[src/design/mdda_pkg.sv]
// shared types, codes and sizes for the morph delta dequantize-accumulate block
`timescale 1ns / 1ps
`default_nettype none

package mdda_pkg;

  localparam int VERTICES_DEF = 4096;
  localparam int GROUP_SIZE   = 32;
  localparam int OFIFO_DEPTH  = 4;
  localparam int CFG_IW       = 3;

  // input actions
  localparam logic [1:0] ACT_LOAD   = 2'd0;
  localparam logic [1:0] ACT_HEADER = 2'd1;
  localparam logic [1:0] ACT_RECORD = 2'd2;

  // result status
  localparam logic [1:0] ST_OK   = 2'd0;
  localparam logic [1:0] ST_DROP = 2'd1;
  localparam logic [1:0] ST_SAT  = 2'd2;
  localparam logic [1:0] ST_HDR  = 2'd3;

  // register indexes
  localparam logic [CFG_IW-1:0] REG_LOWEST_X    = 3'd0;
  localparam logic [CFG_IW-1:0] REG_LOWEST_Y    = 3'd1;
  localparam logic [CFG_IW-1:0] REG_LOWEST_Z    = 3'd2;
  localparam logic [CFG_IW-1:0] REG_STEP_X      = 3'd3;
  localparam logic [CFG_IW-1:0] REG_STEP_Y      = 3'd4;
  localparam logic [CFG_IW-1:0] REG_STEP_Z      = 3'd5;
  localparam logic [CFG_IW-1:0] REG_VERTEX_COUNT = 3'd6;

  // pipeline word kinds
  localparam logic [1:0] KIND_LOAD = 2'd0;
  localparam logic [1:0] KIND_REC  = 2'd1;
  localparam logic [1:0] KIND_HDR  = 2'd2;
  localparam logic [1:0] KIND_DROP = 2'd3;

  typedef struct packed {
    logic [1:0]         action;
    logic [11:0]        vertex_index;
    logic signed [31:0] base_x;
    logic signed [31:0] base_y;
    logic signed [31:0] base_z;
    logic [31:0]        presence_mask;
    logic [11:0]        group_start;
    logic [15:0]        raw_z;
    logic [7:0]         raw_y;
    logic [7:0]         raw_x;
  } in_t;

  typedef struct packed {
    logic [11:0]        out_index;
    logic signed [31:0] out_x;
    logic signed [31:0] out_y;
    logic signed [31:0] out_z;
    logic [1:0]         status;
  } out_t;

  typedef struct packed {
    logic signed [31:0] lowest_x;
    logic signed [31:0] lowest_y;
    logic signed [31:0] lowest_z;
    logic signed [31:0] step_x;
    logic signed [31:0] step_y;
    logic signed [31:0] step_z;
    logic [12:0]        vertex_count;
  } cfg_t;

  typedef struct packed {
    logic [1:0]         kind;
    logic [11:0]        oidx;
    logic signed [31:0] base_x;
    logic signed [31:0] base_y;
    logic signed [31:0] base_z;
    logic [7:0]         lvl_x;
    logic [10:0]        lvl_y;
    logic [9:0]         lvl_z;
  } s1_t;

endpackage

`default_nettype wire

[src/design/mdda_ofifo.sv]
// small result queue between the pipeline and the output handshake
`timescale 1ns / 1ps
`default_nettype none

module mdda_ofifo import mdda_pkg::*; #(
  localparam int DW = $clog2(OFIFO_DEPTH),
  localparam int CW = $clog2(OFIFO_DEPTH + 1)
) (
  input  wire logic  clk,
  input  wire logic  rst_n,
  input  wire logic  push,
  input  wire out_t  push_data,
  output logic       out_valid,
  input  wire logic  out_ready,
  output out_t       out_data,
  output logic [CW-1:0] count
);

  out_t          slot_r [OFIFO_DEPTH];
  logic [DW-1:0] wr_ptr_r, rd_ptr_r;
  logic [CW-1:0] cnt_r, cnt_nxt;
  logic          pop;

  assign pop = out_valid && out_ready;

  always_comb begin
    cnt_nxt = cnt_r;
    if (push && !pop) begin
      cnt_nxt = cnt_r + CW'(1);
    end else if (pop && !push) begin
      cnt_nxt = cnt_r - CW'(1);
    end
  end

  always_ff @(posedge clk) begin
    if (!rst_n) begin
      wr_ptr_r <= '0;
      rd_ptr_r <= '0;
      cnt_r    <= '0;
    end else begin
      if (push) begin
        wr_ptr_r <= wr_ptr_r + DW'(1);
      end
      if (pop) begin
        rd_ptr_r <= rd_ptr_r + DW'(1);
      end
      cnt_r <= cnt_nxt;
    end
  end

  always_ff @(posedge clk) begin
    if (push) begin
      slot_r[wr_ptr_r] <= push_data;
    end
  end

  assign out_valid = (cnt_r != '0);
  assign out_data  = slot_r[rd_ptr_r];
  assign count     = cnt_r;

endmodule

`default_nettype wire

[config.mk]
export PLATFORM = sky130hd
export DESIGN_NAME = mdda_ofifo
export DESIGN_NICKNAME = d
export VERILOG_FILES = /design/src/design/mdda_pkg.sv /design/src/design/mdda_ofifo.sv
export SDC_FILE = /design/constraint.sdc
export NUM_CORES = 1
export LEC_CHECK = 0
export BUFFER_PORTS_ARGS = -buffer_cell sky130_fd_sc_hd__buf_4
export CAP_MARGIN = 10
export CORE_ASPECT_RATIO = 0.75
export CORE_MARGIN = 5
export CORE_UTILIZATION = 57
export DETAILED_ROUTE_END_ITERATION = 8
export MAX_ROUTING_LAYER = met4
export PLACE_DENSITY = 0.89
export SYNTH_ARGS = -nofsm -noshare
export SYNTH_HDL_FRONTEND = slang
export SYNTH_SLANG_ARGS = --single-unit
[constraint.sdc]
create_clock -name clk -period 4 [get_ports clk]
set_clock_uncertainty 0.05 [all_clocks]
set_input_delay 0.2 -clock clk [delete_from_list [all_inputs] [get_ports clk]]
set_output_delay 0.2 -clock clk [all_outputs]
set_load 0.05 [all_outputs]
==> flow_summary.ini <==
[sta]
fin_crit_ns = 2.85
worst-slew-pin-transition_ns = 0.760
grt_setup_unrepaired = no
setup_tns_ns = 0
drv_slew = 0
setup_slack_ns = 1.15
slew_headroom_pct = 49.4
finalCritPeriodShare_pct = 71.1
max_freq_mhz = 351
hold_viol = 0
finalSetupViolations = 0

[drt]
drc_errors = 0
drtIter0Drc = 590
antenna_left = 0
dr.pass1.iters = 5
drt_wl_total_um = 35300
wl_per_cell_um = 25.3
num_vias = 7971
viasPerCell = 5.70

[placement]
dpl_worst_slack_ns = 1.67
portBuffers = 227
dp_cells = 1213
gp_routability_congestion = 0.771
hpwl_um = 19100

[global_routing]
grt_pass1_wl_um = 53000
antenna_found_initial = 1
grt_util_all_layers_pct = 23.0
grt_max_degree = 77
grt_pass1_vias = 8485
grt_overflow = 0

[layout]
area_growth_pct = 27.7
drive_gt1_share_pct = 40.3
multi_input_area_um2 = 2750
seq_area_um2 = 13400
nets = 1103
layout_commonest_cell = edfxtp_1
final_cell_mix = edfxtp_1, buf_4, dlygate4sd3_1
finalNonFillerCells = 1399
nFillCells = 1485

[synth]
syn_area_um2 = 16300
ys_seq_area_share_pct = 82.0
ys_ff_latch = 449
syn_nets = 736
netlist_instances = 616
synth.avg_cell_area_um2 = 26.5
ys_types = 19
synth_warnings = 0

[floorplanning]
core-area_um2 = 28100
io_pins = 228
rows = 53
die_h_um = 157
dieArea_um2 = 32200
chipWidth_um = 205
start_util_pct = 58.1

[critical_path]
reg2reg_slack_ns = 1.72
arrival_ns = 2.60
crit_family = flip-flops
crit_chain = buf_12 > mux4_2 > buf_4
crit_path_max_fanout = 40
path_buf_inv = 2
cp.required_ns = 3.75
worstReg2RegEnd = count[2]
r2r-start = count[1]
cp-end-kind = output port
slowest_stage = dfxtp_4
start_kind = register
critical_path_class = reg2out
ff2ff_path_depth = 7
critPathMaxStageDelay_ns = 0.82

[clock_tree]
htreeDepth = 2
hold_buffers = 112
cts_buffer_depth = 3
cts_sinks = 449
tritoncts = done
numCtsBuffers = 41
cts_setup_buffers = 0
clkTransAtPathRegs_ns = 0.06
cts_resized = 0
clock_latency_ns = 0.52
cts_root_buffer = clkbuf_16

[pwr]
combPwrFrac_pct = 31.3
leakage_uw = 0.00706
ir_drop_uv = 737
pwr-share-seq_pct = 41.5
p_sw_uw = 4500
power_frac_clock_pct = 27.2
power.density_nw_per_um2 = 652
internal-power_uw = 9100
p_sw_share_pct = 33.1

[min_path]
whs_path_depth = 4
worstHoldStart = out_ready
hold_path.class = in2reg

[status]
status = completed

[flow_run]
drv_cap = 0
power groups by stage:
stage          registers (uW)  logic [uW]  clock network, uW
3_5_place_dp             5740        4170                  0
3_3_place_gp             5720        4130                  0
6_report                 5640        4260               3700
2_1_floorplan            5630        3150                  0
5_1_grt                  5670        4440               3980
4_1_cts                  5640        4280               3750
tightest hold or removal path: stages:
cell and delay (ns):
buf_4 0.12, o31ai_2 0.08, xnor2_1 0.09, and2_1 0.16
area by class of cell:
| class | instances | share of cell area (%) |
|---|---|---|
| Tap cell | 385 | 2.31 |
| Clock buffer | 51 | 5.10 |
| Timing Repair Buffer | 348 | 14.2 |
| Multi-Input combinational cell | 140 | 13.2 |
| Inverter | 3 | 0.0540 |
| Clock inverter | 22 | 0.852 |
| Antenna cell | 1 | 0.0120 |
| Sequential cell | 449 | 64.3 |
synth_stat cells:
master	n	area, um^2
edfxtp_1	440	13200
mux4_2	110	2480
buf_2	11	55.1
buf_6	11	124
and2_1	9	56.3
dfxtp_1	9	180
ha_1	5	62.6
inv_1	3	11.3
xnor2_1	3	26.3
clkbuf_1	2	7.51
mux2i_1	2	20.0
nor2b_1	2	12.5
or3_1	2	12.5
xor2_1	2	17.5
a21boi_0	1	7.51
fa_1	1	20.0
o21ai_0	1	5.00
o311ai_1	1	8.76
o31ai_2	1	12.5
flip-flops by register name (all words and copies together), names as in the netlist, named ones only:
name      cells
slot_r      440
count         3
rd_ptr_r      2
wr_ptr_r      2
metrics by stage:
| step | util (%) | area (um^2) | total power (uW) | hold slack [ns] |
|---|---|---|---|---|
| finish | 74.2 | 20900 | 13600 | 0.120 |
| global route | 74.2 | 20900 | 14100 | 0.128 |
| CTS | 74.2 | 20900 | 13700 | 0.0851 |
| detailed placement | 65.8 | 18500 | 9910 | 0.352 |
| global placement | 65.8 | 18500 | 9850 | 0.349 |
| floorplan | - | 16300 | 8780 | 0.249 |
logic make-up after synthesis:
| kind of cell | synth area share [%] |
|---|---|
| adder cells (fa/ha/maj) | 0.506 |
| buffers and inverters | 1.21 |
| AND/OR/NAND/NOR | 0.498 |
| AO/OA/AOI/OAI | 0.207 |
| XOR/XNOR | 0.268 |
| flip-flops | 82.0 |
| multiplexers | 15.3 |
metal layers:
layer	part of all wire, %	vias up	routed length [um]	GRT usage (%)
li1	-	3388	-	-
met1	38	4172	13600	30.5
met2	52	366	18500	37.9
met3	7.4	45	2620	4.50
met4	1.7	0	588	5.20
met5	0	-	0	-
worst max-delay path by stage:
stage | to | slack (ns) | depth (start not counted)
global route | out_data[78] | 0.96 | 3
detailed placement | out_data[42] | 1.67 | 3
global placement | out_data[89] | 1.68 | 3
CTS | out_data[55] | 1.07 | 3
finish | out_data[55] | 1.15 | 3
floorplan | slot_r[0][0] | 0.39 | 3
(Power assumes the default switching activity.)
