### src/design/mdda_pkg.sv
// shared types, codes and sizes for the morph delta dequantize-accumulate block
`timescale 1ns / 1ps
`default_nettype none

package mdda_pkg;

  localparam int VERTICES_DEF = 4096;
  localparam int GROUP_SIZE   = 32;
  localparam int OFIFO_DEPTH  = 4;
  localparam int CFG_IW       = 3;

  // input actions
  localparam logic [1:0] ACT_LOAD   = 2'd0;
  localparam logic [1:0] ACT_HEADER = 2'd1;
  localparam logic [1:0] ACT_RECORD = 2'd2;

  // result status
  localparam logic [1:0] ST_OK   = 2'd0;
  localparam logic [1:0] ST_DROP = 2'd1;
  localparam logic [1:0] ST_SAT  = 2'd2;
  localparam logic [1:0] ST_HDR  = 2'd3;

  // register indexes
  localparam logic [CFG_IW-1:0] REG_LOWEST_X    = 3'd0;
  localparam logic [CFG_IW-1:0] REG_LOWEST_Y    = 3'd1;
  localparam logic [CFG_IW-1:0] REG_LOWEST_Z    = 3'd2;
  localparam logic [CFG_IW-1:0] REG_STEP_X      = 3'd3;
  localparam logic [CFG_IW-1:0] REG_STEP_Y      = 3'd4;
  localparam logic [CFG_IW-1:0] REG_STEP_Z      = 3'd5;
  localparam logic [CFG_IW-1:0] REG_VERTEX_COUNT = 3'd6;

  // pipeline word kinds
  localparam logic [1:0] KIND_LOAD = 2'd0;
  localparam logic [1:0] KIND_REC  = 2'd1;
  localparam logic [1:0] KIND_HDR  = 2'd2;
  localparam logic [1:0] KIND_DROP = 2'd3;

  typedef struct packed {
    logic [1:0]         action;
    logic [11:0]        vertex_index;
    logic signed [31:0] base_x;
    logic signed [31:0] base_y;
    logic signed [31:0] base_z;
    logic [31:0]        presence_mask;
    logic [11:0]        group_start;
    logic [15:0]        raw_z;
    logic [7:0]         raw_y;
    logic [7:0]         raw_x;
  } in_t;

  typedef struct packed {
    logic [11:0]        out_index;
    logic signed [31:0] out_x;
    logic signed [31:0] out_y;
    logic signed [31:0] out_z;
    logic [1:0]         status;
  } out_t;

  typedef struct packed {
    logic signed [31:0] lowest_x;
    logic signed [31:0] lowest_y;
    logic signed [31:0] lowest_z;
    logic signed [31:0] step_x;
    logic signed [31:0] step_y;
    logic signed [31:0] step_z;
    logic [12:0]        vertex_count;
  } cfg_t;

  typedef struct packed {
    logic [1:0]         kind;
    logic [11:0]        oidx;
    logic signed [31:0] base_x;
    logic signed [31:0] base_y;
    logic signed [31:0] base_z;
    logic [7:0]         lvl_x;
    logic [10:0]        lvl_y;
    logic [9:0]         lvl_z;
  } s1_t;

endpackage

`default_nettype wire

### src/design/mdda_decode.sv
// item decode, group mask tracking and target vertex selection
`timescale 1ns / 1ps
`default_nettype none

module mdda_decode import mdda_pkg::*; #(
  parameter int VERTICES = VERTICES_DEF,
  localparam int AW = $clog2(VERTICES)
) (
  input  wire logic        clk,
  input  wire logic        rst_n,
  input  wire logic        in_fire,
  input  wire in_t         in_data,
  input  wire logic [12:0] vertex_count,
  output logic             s1_valid,
  output s1_t              s1,
  output logic [AW-1:0]    s1_idx
);

  localparam int GW = $clog2(GROUP_SIZE);

  logic [GROUP_SIZE-1:0] pend_mask_r, pend_mask_nxt;
  logic [11:0]           pend_start_r, pend_start_nxt;
  logic [GROUP_SIZE-1:0] hdr_mask, low_bit;
  logic [GW-1:0]         low_pos;
  logic [12:0]           rec_sum;
  logic                  s1_valid_r, s1_valid_nxt;
  s1_t                   s1_r, s1_nxt;
  logic [AW-1:0]         s1_idx_r, s1_idx_nxt;

  // header bits past the vertex count are dropped
  always_comb begin
    for (int j = 0; j < GROUP_SIZE; j++) begin
      hdr_mask[j] = in_data.presence_mask[j] &&
                    ((13'(in_data.group_start) + 13'(j)) < vertex_count);
    end
  end

  assign low_bit = pend_mask_r & (~pend_mask_r + GROUP_SIZE'(1));

  always_comb begin
    low_pos = '0;
    for (int j = 0; j < GROUP_SIZE; j++) begin
      if (low_bit[j]) begin
        low_pos = low_pos | GW'(j);
      end
    end
  end

  assign rec_sum = 13'(pend_start_r) + 13'(low_pos);

  always_comb begin
    pend_mask_nxt  = pend_mask_r;
    pend_start_nxt = pend_start_r;
    s1_valid_nxt   = in_fire;
    s1_idx_nxt     = '0;
    s1_nxt.kind    = KIND_DROP;
    s1_nxt.oidx    = '0;
    s1_nxt.base_x  = in_data.base_x;
    s1_nxt.base_y  = in_data.base_y;
    s1_nxt.base_z  = in_data.base_z;
    s1_nxt.lvl_x   = in_data.raw_x;
    s1_nxt.lvl_y   = {in_data.raw_y[4:0], in_data.raw_z[15:10]};
    s1_nxt.lvl_z   = in_data.raw_z[9:0];
    if (in_fire) begin
      unique case (in_data.action)
        ACT_LOAD: begin
          s1_nxt.kind = KIND_LOAD;
          s1_idx_nxt  = AW'(in_data.vertex_index);
          s1_nxt.oidx = 12'(AW'(in_data.vertex_index));
        end
        ACT_HEADER: begin
          s1_nxt.kind    = KIND_HDR;
          s1_nxt.oidx    = in_data.group_start;
          pend_mask_nxt  = hdr_mask;
          pend_start_nxt = in_data.group_start;
        end
        ACT_RECORD: begin
          if (pend_mask_r != '0) begin
            s1_nxt.kind   = KIND_REC;
            s1_idx_nxt    = AW'(rec_sum);
            s1_nxt.oidx   = 12'(AW'(rec_sum));
            pend_mask_nxt = pend_mask_r & ~low_bit;
          end
        end
        default: begin
        end
      endcase
    end
  end

  always_ff @(posedge clk) begin
    if (!rst_n) begin
      pend_mask_r  <= '0;
      pend_start_r <= '0;
      s1_valid_r   <= 1'b0;
    end else begin
      pend_mask_r  <= pend_mask_nxt;
      pend_start_r <= pend_start_nxt;
      s1_valid_r   <= s1_valid_nxt;
    end
  end

  always_ff @(posedge clk) begin
    s1_r     <= s1_nxt;
    s1_idx_r <= s1_idx_nxt;
  end

  assign s1_valid = s1_valid_r;
  assign s1       = s1_r;
  assign s1_idx   = s1_idx_r;

endmodule

`default_nettype wire

### config.mk
export PLATFORM = sky130hd
export DESIGN_NAME = mdda_decode
export DESIGN_NICKNAME = d
export VERILOG_FILES = /design/src/design/mdda_pkg.sv /design/src/design/mdda_decode.sv
export SDC_FILE = /design/constraint.sdc
export NUM_CORES = 1
export LEC_CHECK = 0
export BUFFER_PORTS_ARGS = -buffer_cell sky130_fd_sc_hd__buf_2
export CORE_MARGIN = 2
export CORE_UTILIZATION = 40
export CTS_BUF_LIST = sky130_fd_sc_hd__clkbuf_2
export CTS_CLUSTER_DIAMETER = 120
export DETAILED_ROUTE_END_ITERATION = 16
export PLACE_DENSITY_LB_ADDON = 0.08
export SYNTH_ARGS = -nofsm -noshare
export SYNTH_HDL_FRONTEND = slang
export SYNTH_SLANG_ARGS = --single-unit
### constraint.sdc
create_clock -name clk -period 6.2 [get_ports clk]
set_clock_uncertainty 0.1 [all_clocks]
set_input_delay 0.62 -clock clk [delete_from_list [all_inputs] [get_ports clk]]
set_output_delay 0.62 -clock clk [all_outputs]
set_load 0.02 [all_outputs]
==> results.toml <==
[critical_path]
crit_fanout = 11
crit_path_cell_trace = "nor4_2, and2_1, and3_1, nand2_1, o22ai_1, or3_1, ha_1, a21o_1, and4_1, or2_2, a41oi_1, o21ai_0, a31oi_1, dlygate4sd3_1"
critPathCaptureType = "register"
critical-path-slowest-cell = "nor4_2"
critical_path_class = "register to register"
worstPathRequired_ns = 6.96
critPathMaxStageDelay_ns = 0.62
startpoint_type = "register"
reg2reg_slack_ns = 1.53
path_buf_inv = 1
crit_arrival_ns = 5.43
worstSetupStartpoint = "pend_mask_r[0]"
r2r_start = "pend_mask_r[0]"
rr_endpoint = "s1[136]"
crit_family = "simple AND/OR/NAND/NOR gates"
rr_worst_depth = 14

[grt]
grtUsageTotal_pct = 32.0
grt_pass1_wl_mm = 105
antenna_found_initial = 1
grt_max_degree = 48
gr-total-overflow = 0
grt_pass1_vias = 16900

[clock_network]
clock_path_buffers = 2
cts-resized-gates = 0
cts_tree = "built"
ctsHoldBuffers = 169
clk_latency_ns = 0.89
cts_setup_buffers = 0
cts_sinks = 196
cts_max_level = 4
cts_root_buffer = "clkbuf_2"
cts_made_buffers = 17
clkTransAtPathRegs_ns = 0.34

[finish]
final_area_um2 = 21200
drive_gt1_share_pct = 17.3
nets = 3061
syn_to_final_growth_pct = 26.1
layout.cells.non_filler = 3073
fillers = 4075
utilization_pct = 50.8

[floorplan]
die_h_um = 209
core-area_um2 = 41800
die-area_um2 = 43700
start_util_pct = 40.3
dieWidth_um = 209
num_rows = 75
io_pins = 354

[sta]
slew_violations = 0
final-setup-viol-count = 0
finalCritPeriodShare_pct = 75.2
final_hold_viol_count = 0
worst_pin_slew_ns = 1.25
grt_setup_unrepaired = "false"
tns_ns = 0
slew_headroom_pct = 16.6
post-route-min-period_ns = 4.67
max_freq_mhz = 214
layout_setup_ws_ns = 1.53

[synth]
synth.avg_cell_area_um2 = 8.31
synth_commonest_cells = "338 x ha_1, 196 x dfxtp_1, 182 x nand2_1, 178 x a21oi_1, 174 x nor2_1"
synth_top_area_share_pct = 25.2
synth_ff_type = "dfxtp_1"
synth_edf_count = 0
yosysTopAreaCell = "ha_1"
synth_cell_type_count = 71
ys_seq_area_share_pct = 23.3
synth_async_sr_flop_share_pct = 0
netlist_instances = 2024
synth.most_common_cell = "ha_1"
synth_seq_cells = 196
ys_warn_count = 0
syn-num-nets = 2565
syn-cell-area_um2 = 16800
yosys-top-cells-area = "ha_1 25%, dfxtp_1 23%, xnor2_1 6.4%"

[run]
maxCapViolations = 0

[power_and_ir_drop]
power_frac_comb_pct = 40.1
netSwitchingPower_w = 0.00140
power_frac_clock_pct = 20.9
vdd_drop_max_v = 0.000127
power_frac_seq_pct = 39.0
p_leak_nw = 10.2
power.share.switching_pct = 40.0
power.density_nw_per_um2 = 164
intPower_w = 0.00209

[route]
wl_per_cell_um = 23.3
drt-total-wl_mm = 71.7
vias = 17300
drtPass1Iterations = 6
postRouteAntennaNets = 0
drcViolationCount = 0
drtIter0Drc = 1355
viasPerCell = 5.63

[outcome]
status = "finished, final reports clean"

[place]
io_buffer_count = 350
dp_hpwl_mm = 50.5
place_area_um2 = 19200
gp_congestion = 0.937
place_inst = 2871
post-place-ws_ns = 1.96

[hold_path]
hold-path-cell-count = 4
hold_start = "in_data[46]"
min_path_type = "primary input to register"
worstHoldEndpoint = "pend_mask_r[2]"
power by group through the flow:
stage	registers [W]	logic (W)	clock network, W
2_1_floorplan	0.00144	0.000768	0
6_report	0.00136	0.00140	0.000729
5_1_grt	0.00137	0.00153	0.000790
3_3_place_gp	0.00138	0.00125	0
3_5_place_dp	0.00138	0.00128	0
4_1_cts	0.00136	0.00137	0.000751
worst max-delay path by stage:
stage	cells past startpoint	slack, ns	to
global route	14	1.26	s1[136]
detailed placement	13	1.96	pend_mask_r[23]
floorplan	14	2.68	pend_mask_r[18]
global placement	14	1.97	pend_mask_r[7]
CTS	14	1.59	s1[136]
finish	14	1.53	s1[136]
kinds of logic after synthesis:
kind of cell	Yosys count	share of synthesized area (%)
AND/OR/NAND/NOR	598	16.9
buffers and inverters	173	4.03
AO/OA/AOI/OAI	471	17.6
adder cells (fa/ha/maj)	339	25.3
flip-flops	196	23.3
XOR/XNOR	246	12.8
multiplexers	1	0.0595
final cells by class:
class / count / area [µm²] / area share (%)
clock inverters: 15 / 206 / 0.974
repair buffers: 561 / 3760 / 17.7
flip-flops and latches: 196 / 3920 / 18.5
clock buffers: 17 / 85.1 / 0.401
inverters: 89 / 334 / 1.58
multi-input cells: 1655 / 12200 / 57.6
well taps: 539 / 674 / 3.18
diodes: 1 / 2.50 / 0.0118
tightest hold or removal path, cell delays in order:
cell and delay, ns:
buf_2 0.13, nand4b_1 0.08, a21oi_1 0.07, a32o_1 0.20
registers in the layout, indices dropped and copies added, names as in the netlist:
register,count
s1_valid,1
s1_idx,12
s1,139
pend_start_r,12
pend_mask_r,32
metal layers:
layer  routed length (µm)  GRT usage (%)  part of all wire [%]  vias up
met3                 5130           3.86                   7.1      146
met4                 2890           13.0                   4.0        0
met5                    0              0                     0        -
met1                30000           40.5                    42     8184
li1                     -              -                     -     8174
met2                33600           55.2                    47      802
metrics by stage:
stage	hold WS (ns)	power, W
2_1_floorplan	0.348	0.00221
3_3_place_gp	0.363	0.00263
3_5_place_dp	0.365	0.00266
4_1_cts	0.0281	0.00348
5_1_grt	0.0378	0.00369
6_report	0.0979	0.00349
layout by cell type, fill, tap and decap left out, types with 24 or more instances in the layout:
cell type        n
buf_2          350
ha_1           338
dfxtp_1        196
nand2_1        182
a21oi_1        178
nor2_1         174
dlygate4sd3_1  169
xor2_1         123
xnor2_1        123
inv_1           88
o21ai_0         74
nand3_1         53
buf_4           42
a21o_1          37
nor3_1          33
nor2b_1         29
o211ai_1        27
nand4_1         24
Note: power is estimated with default switching activity, not from simulation.
